## src/rtl/core/dbm_pkg.sv

```systemverilog
// Package for the driving-mode state machine.
// Holds the mode codes, the hold-threshold register set and reset values.
// No dependencies.
`timescale 1ns / 1ps
`default_nettype none

package dbm_pkg;

    localparam int unsigned HOLD_W    = 16;
    localparam int unsigned ELAPSED_W = 10;
    localparam int unsigned MODE_W    = 3;
    localparam int unsigned CFG_IDX_W = 2;

    localparam logic [HOLD_W-1:0] HOLD_MAX = '1;

    typedef enum logic [MODE_W-1:0] {
        MODE_CRUISE  = 3'd0,
        MODE_FOLLOW  = 3'd1,
        MODE_PREPARE = 3'd2,
        MODE_EXECUTE = 3'd3,
        MODE_BRAKE   = 3'd4
    } mode_t;

    typedef enum logic [CFG_IDX_W-1:0] {
        REG_FOLLOW_TO_PREPARE = 2'd0,
        REG_PREPARE_ABORT     = 2'd1,
        REG_EXECUTE_DONE      = 2'd2,
        REG_BRAKE_RELEASE     = 2'd3
    } cfg_idx_t;

    typedef struct packed {
        logic [HOLD_W-1:0] follow_to_prepare_hold;
        logic [HOLD_W-1:0] prepare_abort_hold;
        logic [HOLD_W-1:0] execute_done_hold;
        logic [HOLD_W-1:0] brake_release_hold;
    } cfg_t;

    typedef struct packed {
        mode_t             mode;
        logic [HOLD_W-1:0] hold;
    } step_t;

    localparam logic [HOLD_W-1:0] FOLLOW_TO_PREPARE_RST = 16'd300;
    localparam logic [HOLD_W-1:0] PREPARE_ABORT_RST     = 16'd500;
    localparam logic [HOLD_W-1:0] EXECUTE_DONE_RST      = 16'd800;
    localparam logic [HOLD_W-1:0] BRAKE_RELEASE_RST     = 16'd500;

endpackage

`default_nettype wire

```

## src/rtl/core/dbm_cfg_regs.sv

```systemverilog
// Hold-threshold register file, written through a plain write port.
// Depends on dbm_pkg.
`timescale 1ns / 1ps
`default_nettype none

module dbm_cfg_regs
    import dbm_pkg::*;
(
    input  wire logic                 aclk,
    input  wire logic                 aresetn,
    input  wire logic                 cfg_wr_en,
    input  wire logic [CFG_IDX_W-1:0] cfg_index,
    input  wire logic [HOLD_W-1:0]    cfg_wdata,
    output cfg_t                      cfg
);

    cfg_t cfg_reg;

    always_ff @(posedge aclk) begin
        if (!aresetn) begin
            cfg_reg.follow_to_prepare_hold <= FOLLOW_TO_PREPARE_RST;
            cfg_reg.prepare_abort_hold     <= PREPARE_ABORT_RST;
            cfg_reg.execute_done_hold      <= EXECUTE_DONE_RST;
            cfg_reg.brake_release_hold     <= BRAKE_RELEASE_RST;
        end else if (cfg_wr_en) begin
            case (cfg_idx_t'(cfg_index))
                REG_FOLLOW_TO_PREPARE: cfg_reg.follow_to_prepare_hold <= cfg_wdata;
                REG_PREPARE_ABORT:     cfg_reg.prepare_abort_hold     <= cfg_wdata;
                REG_EXECUTE_DONE:      cfg_reg.execute_done_hold      <= cfg_wdata;
                REG_BRAKE_RELEASE:     cfg_reg.brake_release_hold     <= cfg_wdata;
                default: ;
            endcase
        end
    end

    assign cfg = cfg_reg;

endmodule

`default_nettype wire

```

## src/rtl/core/dbm_next_mode.sv

```systemverilog
// Next-mode logic: saturating hold timer update and mode transitions.
// Purely combinational. Depends on dbm_pkg.
`timescale 1ns / 1ps
`default_nettype none

module dbm_next_mode
    import dbm_pkg::*;
(
    input  wire mode_t             mode,
    input  wire logic [HOLD_W-1:0] hold,
    input  wire cfg_t              cfg,
    input  wire logic              emergency,
    input  wire logic              slow_vehicle_ahead,
    input  wire logic              change_wanted,
    input  wire logic              change_active,
    input  wire logic [ELAPSED_W-1:0] elapsed_ms,
    output step_t                  step
);

    logic [HOLD_W:0]   hold_sum;
    logic [HOLD_W-1:0] hold_sat;
    logic              enter;
    mode_t             target;

    always_comb begin
        hold_sum = {1'b0, hold} + {{(HOLD_W + 1 - ELAPSED_W){1'b0}}, elapsed_ms};
        hold_sat = hold_sum[HOLD_W] ? HOLD_MAX : hold_sum[HOLD_W-1:0];
    end

    always_comb begin
        enter  = 1'b0;
        target = mode;
        if (emergency) begin
            // brake re-entered from brake still clears the timer
            enter  = 1'b1;
            target = MODE_BRAKE;
        end else begin
            case (mode)
                MODE_FOLLOW: begin
                    if (!slow_vehicle_ahead) begin
                        enter  = 1'b1;
                        target = MODE_CRUISE;
                    end else if (change_wanted && hold_sat > cfg.follow_to_prepare_hold) begin
                        enter  = 1'b1;
                        target = MODE_PREPARE;
                    end
                end
                MODE_PREPARE: begin
                    if (change_active) begin
                        enter  = 1'b1;
                        target = MODE_EXECUTE;
                    end else if (!change_wanted && hold_sat > cfg.prepare_abort_hold) begin
                        enter  = 1'b1;
                        target = slow_vehicle_ahead ? MODE_FOLLOW : MODE_CRUISE;
                    end
                end
                MODE_EXECUTE: begin
                    if (!change_active && hold_sat > cfg.execute_done_hold) begin
                        enter  = 1'b1;
                        target = MODE_CRUISE;
                    end
                end
                MODE_BRAKE: begin
                    if (!slow_vehicle_ahead && hold_sat > cfg.brake_release_hold) begin
                        enter  = 1'b1;
                        target = MODE_CRUISE;
                    end
                end
                default: begin
                    // cruise, and any stray code behaves like cruise
                    if (slow_vehicle_ahead && change_wanted) begin
                        enter  = 1'b1;
                        target = MODE_PREPARE;
                    end else if (slow_vehicle_ahead) begin
                        enter  = 1'b1;
                        target = MODE_FOLLOW;
                    end
                end
            endcase
        end
    end

    always_comb begin
        step.mode = target;
        step.hold = enter ? '0 : hold_sat;
    end

endmodule

`default_nettype wire

```

## src/rtl/core/driving_behavior_mode_fsm.sv

```systemverilog
// Channel   | Ports                                            | Direction
// ----------+--------------------------------------------------+----------
// input     | s_valid s_ready s_emergency s_slow_vehicle_ahead |  in
//           | s_change_wanted s_change_active s_elapsed_ms     |
// result    | m_valid m_ready m_mode_now                       |  out
// config    | cfg_wr_en cfg_index cfg_wdata                    |  in
//
// One item per cycle; its result appears in m_mode_now the cycle after acceptance.
// The mode and hold timer update combinationally from their registers, so items may
// follow back to back. s_ready is low only while a result is held and m_ready is low.
// Synchronous active-low reset: cruise, timer zero, thresholds to defaults.
// Depends on dbm_pkg, dbm_cfg_regs and dbm_next_mode.
`timescale 1ns / 1ps
`default_nettype none

module driving_behavior_mode_fsm
    import dbm_pkg::*;
(
    input  wire logic                 aclk,
    input  wire logic                 aresetn,

    input  wire logic                 s_valid,
    output logic                      s_ready,
    input  wire logic                 s_emergency,
    input  wire logic                 s_slow_vehicle_ahead,
    input  wire logic                 s_change_wanted,
    input  wire logic                 s_change_active,
    input  wire logic [ELAPSED_W-1:0] s_elapsed_ms,

    output logic                      m_valid,
    input  wire logic                 m_ready,
    output logic [MODE_W-1:0]         m_mode_now,

    input  wire logic                 cfg_wr_en,
    input  wire logic [CFG_IDX_W-1:0] cfg_index,
    input  wire logic [HOLD_W-1:0]    cfg_wdata
);

    cfg_t              cfg;
    step_t             step;
    mode_t             mode_reg;
    logic [HOLD_W-1:0] hold_reg;
    logic              m_valid_reg;
    logic              accept;

    dbm_cfg_regs u_cfg (
        .aclk      (aclk),
        .aresetn   (aresetn),
        .cfg_wr_en (cfg_wr_en),
        .cfg_index (cfg_index),
        .cfg_wdata (cfg_wdata),
        .cfg       (cfg)
    );

    dbm_next_mode u_next (
        .mode               (mode_reg),
        .hold               (hold_reg),
        .cfg                (cfg),
        .emergency          (s_emergency),
        .slow_vehicle_ahead (s_slow_vehicle_ahead),
        .change_wanted      (s_change_wanted),
        .change_active      (s_change_active),
        .elapsed_ms         (s_elapsed_ms),
        .step               (step)
    );

    assign s_ready = !m_valid_reg || m_ready;
    assign accept  = s_valid && s_ready;

    always_ff @(posedge aclk) begin
        if (!aresetn) begin
            mode_reg    <= MODE_CRUISE;
            hold_reg    <= '0;
            m_valid_reg <= 1'b0;
        end else begin
            if (accept) begin
                mode_reg <= step.mode;
                hold_reg <= step.hold;
            end
            if (accept) begin
                m_valid_reg <= 1'b1;
            end else if (m_ready) begin
                m_valid_reg <= 1'b0;
            end
        end
    end

    // the mode register doubles as the result payload
    assign m_valid    = m_valid_reg;
    assign m_mode_now = mode_reg;

endmodule

`default_nettype wire
```

## config.mk

```make
export PLATFORM = sky130hd
export DESIGN_NAME = driving_behavior_mode_fsm
export DESIGN_NICKNAME = d
export VERILOG_FILES = /design/src/rtl/core/dbm_pkg.sv /design/src/rtl/core/dbm_cfg_regs.sv /design/src/rtl/core/dbm_next_mode.sv /design/src/rtl/core/driving_behavior_mode_fsm.sv
export SDC_FILE = /design/constraint.sdc
export NUM_CORES = 1
export LEC_CHECK = 0
export CAP_MARGIN = 10
export CORE_ASPECT_RATIO = 1.2
export CORE_MARGIN = 3
export CORE_UTILIZATION = 61
export DETAILED_ROUTE_END_ITERATION = 10
export DONT_BUFFER_PORTS = 1
export PLACE_DENSITY = 0.77
export SLEW_MARGIN = 25
export SYNTH_ARGS = -nofsm -noshare
export SYNTH_HDL_FRONTEND = slang
export SYNTH_SLANG_ARGS = --single-unit
export TNS_END_PERCENT = 1
```

## constraint.sdc

```tcl
create_clock -name aclk -period 11.75 [get_ports aclk]
set_input_delay 2.35 -clock aclk [delete_from_list [all_inputs] [get_ports aclk]]
set_output_delay 2.35 -clock aclk [all_outputs]
set_load 0.02 [all_outputs]
```

==> results.md, run 1 <==
* Status: finished clean
* Leak at between 2 and 2.5 nW
* Synth top area cells: dfxtp_1 (31%), ha_1 (16%), nand2_1 (9.2%), a21boi_0 (6.3%), inv_1 (4.6%)
* Post-synth EDFFs at 0
* H-tree levels at 3
* Fmax at approximately 140 MHz
* Global-route wire length before repair at 22.3 mm
* Post-Syn Nets at 784
* Asr flop ratio synth at 0
* Reg clk slew, reported paths at 0.08 ns
* Min-delay worst type: register to register
* Worst slew margin at 0.386
* Comb pwr share at 0.188
* Final worst path period need at about 7.3 ns
* GR Layer Usage met1 at 0.352
* Syn Area/Cell at a little over 8 um2
* Cell count after synthesis at around 680
* Ports at 42
* Clock Skew at approximately 0.012 ns
* TritonCTS buffer count at 9
* DR WL/cell at ~17 um
* Via count at around 4800
* Critical Setup Path Class: input pin to register
* # hold bufs at CTS at 0
* Ys flop type: dfxtp_1
* Vias in the first global route at 4645
* Post-Syn Area at ~5400 um2
* Most Crowded Layer GR: met2
* Placeable Area at 8660 um2
* Internal Pwr Total at approximately 470 uW
* Final period utilization at 0.622
* Row count at 37
* Fill count at ~790
* Seq. cell area at ~1700 um2
* Crit. End Element: register
* Crit Path Max Fanout at 14
* Fin Setup TNS at 0 ns
* Setup Buffers After CTS at 0
* Number of synthesized register bits at 84
* Max FFs per register at 64
* # setup viols final at 0
* Hpwl dp at approximately 11 mm
* IO Port Bufs at 0
* Req. time, crit path at 12.00 ns
* Placer congestion estimate at 0.859
* Pwr dens at around 120 nW/um2
* Final hold violations at 0
* Initial antenna violation count at 0
* Iter 0 DRT Violations at between 300 and 400
* Post-route antenna net violation count at 0
* Ys Warns at 0
* Yosys top cell area share at 0.309
* Clock root cell: clkbuf_8
* Final non-filler cell total at approximately 790
* Synth cell types at between 60 and 70
* Post-route DRC at 0
* Final wirelength at ~14 mm
* Die H at around 110 um
* Clock power share at 0.355
* Largest net degree at the start of global routing at 76
* Via-to-Cell Ratio at around 6.1
* Post-synthesis sequential area ratio at 0.309
* Most area-hungry cell type in the Yosys netlist: dfxtp_1
* Multi-input combinational cell area at roughly 3400 um2
* Count leader, synth: nand2_1
* Layout cells sized above 1 at 0.0448
* CTS tree: built
* GRT overflow at 0
* Full die area at around 10000 um2
* Max Cap Violations at 0
* Met2 Track Usage GR at 0.482
* Placed cell count at 770
* CTS Buffer Depth at 2
* Reg power frac at 0.458
* RSZ-0062 raised after global routing: no
* DR pass1 iterations at 7
* # clock sinks at 84
* Kind of start point of the critical path: input pin
* NetSw at roughly 190 uW
* Worst VDD drop at 0.0799 mV
* Clock latency on the worst-skew pair at ~0.37 ns
* Final #Nets at about 770
* Die X at just over 90 um
* Met3 usage at 0.0479
* Sw Share at 0.287
* Initial Util at 0.629
* WP data arrival at about 7.6 ns
* Layout area overhead at 5.33%
* Most frequent cells after synthesis: nand2_1 (134), dfxtp_1 (84), ha_1 (70)
* N_diodes at 0
* Slew Viols, Final at 0
* Worst Max-Slew Pin Slew at 0.921 ns
* Gr usage total at 0.281
* Post_cts resized at 0
-- cell usage in the layout, fill, tap and decap left out, drive strengths merged, types with 2 or more instances in the layout --
| cell type | instances |
|---|---|
| a31oi | 6 |
| o21bai | 2 |
| o31a | 2 |
| o211ai | 22 |
| or2 | 6 |
| buf | 3 |
| and3 | 7 |
| a221o | 2 |
| mux2i | 2 |
| nor4 | 5 |
| a211oi | 4 |
| nand2 | 134 |
| nor3 | 9 |
| nor2 | 21 |
| nor4b | 2 |
| xnor2 | 10 |
| nand4 | 11 |
| a2111oi | 2 |
| inv | 69 |
| nand2b | 4 |
| a41oi | 2 |
| o22ai | 3 |
| nor2b | 9 |
| and4 | 2 |
| xor2 | 2 |
| dfxtp | 84 |
| o41ai | 2 |
| ha | 70 |
| a21o | 15 |
| a22o | 13 |
| o21a | 2 |
| clkbuf | 11 |
| and2 | 4 |
| a221oi | 2 |
| a21oi | 25 |
| nand3 | 12 |
| a21boi | 46 |
| o21ai | 20 |
| bufinv | 2 |
-- cell type report --
| type | count | share of cell area |
|---|---|---|
| clock inverter | 5 | 0.0144 |
| sequential | 84 | 0.293 |
| timing repair buffer | 3 | 0.00393 |
| inverter | 67 | 0.0438 |
| clock buffer | 11 | 0.0246 |
| multi-input combinational | 499 | 0.595 |
| tap | 117 | 0.0255 |
-- per-layer routing --
metal | share of wire | routed length, um
met3 | 0.049 | 669
met4 | 0.035 | 474
met2 | 0.47 | 6500
met1 | 0.44 | 6080
met5 | 0 | 0
-- power by group through the flow --
stage / Clock, mW / Sequential (mW) / Combinational [mW]
6_report: 0.235 / 0.303 / 0.124
5_1_grt: 0.249 / 0.304 / 0.140
4_1_cts: 0.237 / 0.303 / 0.124
3_5_place_dp: 0 / 0.310 / 0.123
3_3_place_gp: 0 / 0.309 / 0.117
2_1_floorplan: 0 / 0.307 / 0.0969
-- through the flow --
| stage | power, mW | cell area, um2 | setup slack (ns) | util | hold WS (ns) |
|---|---|---|---|---|---|
| CTS | 0.664 | 5740 | 4.50 | 0.663 | 0.462 |
| finish | 0.662 | 5740 | 4.44 | 0.663 | 0.460 |
| global placement | 0.426 | 5510 | 4.31 | 0.637 | 0.450 |
| global route | 0.693 | 5740 | 4.12 | 0.663 | 0.482 |
| detailed placement | 0.432 | 5510 | 4.13 | 0.637 | 0.451 |
| floorplan | 0.404 | 5450 | 4.76 | - | 0.429 |
-- final timing paths --
path                            startpoint                   endpoint  slack, ns  depth (start not counted)
hold / removal    hold_reg[0]$_SDFFE_PN0P_   hold_reg[0]$_SDFFE_PN0P_       0.46                          2
hold reg to reg   hold_reg[0]$_SDFFE_PN0P_   hold_reg[0]$_SDFFE_PN0P_       0.46                          2
setup / recovery           s_elapsed_ms[0]  hold_reg[11]$_SDFFE_PN0P_       4.44                         17
setup reg to reg  hold_reg[0]$_SDFFE_PN0P_  hold_reg[11]$_SDFFE_PN0P_       6.11                         17
-- cells by family (layout without fill, tap and decap cells) --
logic type / count (synthesis) / after routing / share of synthesized area
compound gates: 181 / 181 / 0.239
xor+xnor: 12 / 12 / 0.0193
fa+ha+maj: 71 / 71 / 0.164
buf+inv: 93 / 86 / 0.0659
flops: 84 / 84 / 0.309
mux: 3 / 3 / 0.00574
simple gates: 232 / 232 / 0.197
-- worst max-delay path, stage by stage --
cell	delay, ns
ha_1	0.21
fa_1	0.44
a211oi_1	0.52
nor3_4	0.11
o31a_1	0.27
o21ai_1	0.19
a21o_1	0.37
nand2_1	0.09
mux2_1	0.39
ha_1	0.33
nand4_1	0.18
or4_1	0.57
a2111oi_0	0.38
o22ai_1	0.16
a41o_1	0.24
o31a_1	0.48
a32o_1	0.30
Power figures use the tool's default switching activity.
==> run 2, diff against run 1 <==
==> constraint.sdc (replaced) <==
create_clock -name aclk -period 6.9 [get_ports aclk]
set_input_delay 1.38 -clock aclk [delete_from_list [all_inputs] [get_ports aclk]]
set_output_delay 1.38 -clock aclk [all_outputs]
set_load 0.02 [all_outputs]
==> results.md, run 2 (synthesized netlist as in run 1, its figures left out) <==
* Global-route wire length before repair at about 22 mm
* Post-route DRC at 0
* Crit. End Element: register
* Leak at between 2 and 2.5 nW
* Clock latency on the worst-skew pair at roughly 0.37 ns
* Final #Nets at about 770
* RSZ-0062 raised after global routing: no
* Reg clk slew, reported paths at approximately 0.09 ns
* Max Cap Violations at 0
* Via-to-Cell Ratio at between 6 and 7
* Critical path buffers and inverters at 1
* Internal Pwr Total at between 700 and 800 uW
* # hold bufs at CTS at 0
* Die H at ~110 um
* Crit path largest cell delay at roughly 0.48 ns
* Status: finished clean
* Fill count at roughly 740
* IO Port Bufs at 0
* Clock power share at 0.352
* Critical Setup Path Class: input pin to register
* Max FFs per register at 64
* Seq. cell area at ~1700 um2
* Gr usage total at 0.277
* R2R Setup Slk at 1.47 ns
* Largest net degree at the start of global routing at 76
* GRT overflow at 0
* Smallest hold slack at between 0.4 and 0.5 ns
* Hold path endpoint: u_cfg.cfg[17]$_SDFFE_PN0P_
* Pwr dens at 195 nW/um2
* H-tree levels at 3
* WP data arrival at 6.37 ns
* CTS Buffer Depth at 2
* Multi-input combinational cell area at between 3000 and 4000 um2
* # clock sinks at 84
* Worst Max-Slew Pin Slew at 0.924 ns
* R2R cell count at 18
* Slew Viols, Final at 0
* R2r endpoint: hold_reg[11]$_SDFFE_PN0P_
* Initial antenna violation count at 0
* Ports at 42
* CP top delay family: compound AO/OA/AOI/OAI gates
* Req. time, crit path at between 7 and 8 ns
* Reg2reg start: hold_reg[0]$_SDFFE_PN0P_
* Reg power frac at 0.460
* Row count at 37
* Min-delay worst type: register to register
* NetSw at about 330 uW
* CTS tree: built
* Sw Share at 0.293
* Area after DPL at around 5500 um2
* Total power at roughly 1.1 mW
* DR WL/cell at roughly 17 um
* Initial Util at 0.629
* Vias in the first global route at 4649
* Hold path depth at 2
* Crit Path Max Fanout at 14
* Worst slew margin at 0.384
* Post-route antenna net violation count at 0
* N_diodes at 0
* Final hold violations at 0
* Crit path max-delay cell type: a211oi_1
* Clock Skew at a little under 0.009 ns
* Placed cell count at approximately 770
* TritonCTS buffer count at 9
* Post_cts resized at 0
* Crit path cell chain: ha_1, fa_1, a211oi_1, nor3_4, o31a_1, o21ai_1, a21o_1, buf_4, o21ai_0, ha_1, nand4_1, nor4_1, o21ai_0, a31o_1, a221o_1, a41o_1, o31a_1, a32o_1
* Worst VDD drop at ~0.14 mV
* DR pass1 iterations at 5
* Final non-filler cell total at roughly 790
* Setup Buffers After CTS at 0
* Iter 0 DRT Violations at 260
* Fmax at 164 MHz
* Most frequent cells in the layout: nand2_1 (134), dfxtp_1 (84), ha_1 (70), inv_1 (67), a21boi_0 (46)
* Final wirelength at 13.6 mm
* Hold path startpoint: u_cfg.cfg[17]$_SDFFE_PN0P_
* # setup viols final at 0
* Fin Setup TNS at 0 ns
* Final worst path period need at 6.09 ns
* Kind of start point of the critical path: input pin
* Full die area at ~10000 um2
* Hpwl dp at around 10 mm
* Layout cells sized above 1 at 0.0492
* Worst setup startpoint: s_elapsed_ms[0]
* Placeable Area at 8660 um2
* Layout area overhead at 5.58%
* Placer congestion estimate at 0.993
* Via count at between 4000 and 5000
* Die X at between 90 and 100 um
* Comb pwr share at 0.187
* Final instance area at about 5800 um2
* Clock root cell: clkbuf_8
* Most common cell after layout, fill and taps aside: nand2_1
* Final period utilization at 0.883
run 2: cell types whose count changed in the layout (fill, tap and decap cells not counted), sizes merged:
cell      change
inv           -1
buf           +2
clkinvlp      +1
clkinv        +2
clkbuf        -2
run 2: power by group through the flow:
| stage | combinational (mW) | sequential (mW) | clock (mW) |
|---|---|---|---|
| 3_5_place_dp | 0.206 | 0.527 | 0 |
| 2_1_floorplan | 0.165 | 0.522 | 0 |
| 4_1_cts | 0.209 | 0.516 | 0.399 |
| 6_report | 0.210 | 0.516 | 0.395 |
| 5_1_grt | 0.237 | 0.518 | 0.417 |
| 3_3_place_gp | 0.198 | 0.527 | 0 |
run 2: area by class of cell:
class / count / share of cell area
clock buffer: 9 / 0.0215
clock inverter: 7 / 0.0172
inverter: 67 / 0.0437
multi-input combinational: 499 / 0.593
sequential: 84 / 0.292
tap: 117 / 0.0255
timing repair buffer: 5 / 0.00653
run 2: stage by stage:
stage,util,worst slack [ns]
final,0.664,0.807
after detailed placement,0.639,0.476
after global placement,0.639,0.617
after global routing,0.664,0.528
after floorplan,-,0.879
after CTS,0.664,0.858
run 2: per-layer routing:
layer,GRT usage,up-vias,share of wire
met3,0.0534,23,0.051
met2,0.498,130,0.50
met1,0.336,2304,0.43
met5,0,-,0
met4,0.0860,0,0.021
li1,-,2366,-
run 2: worst min-delay path, cell delays in order (launching register included):
cell and delay [ns]:
dfxtp_1 0.32, nand2_1 0.05, a21boi_0 0.06
run 2: how the worst max path moves through the flow:
stage,endpoint,slack (ns),cells past startpoint
5_1_grt,hold_reg[11]$_SDFFE_PN0P_,0.53,18
3_5_place_dp,hold_reg[11]$_SDFFE_PN0P_,0.48,17
6_report,hold_reg[11]$_SDFFE_PN0P_,0.81,18
3_3_place_gp,hold_reg[11]$_SDFFE_PN0P_,0.62,17
2_1_floorplan,hold_reg[7]$_SDFFE_PN0P_,0.88,18
4_1_cts,hold_reg[11]$_SDFFE_PN0P_,0.86,17
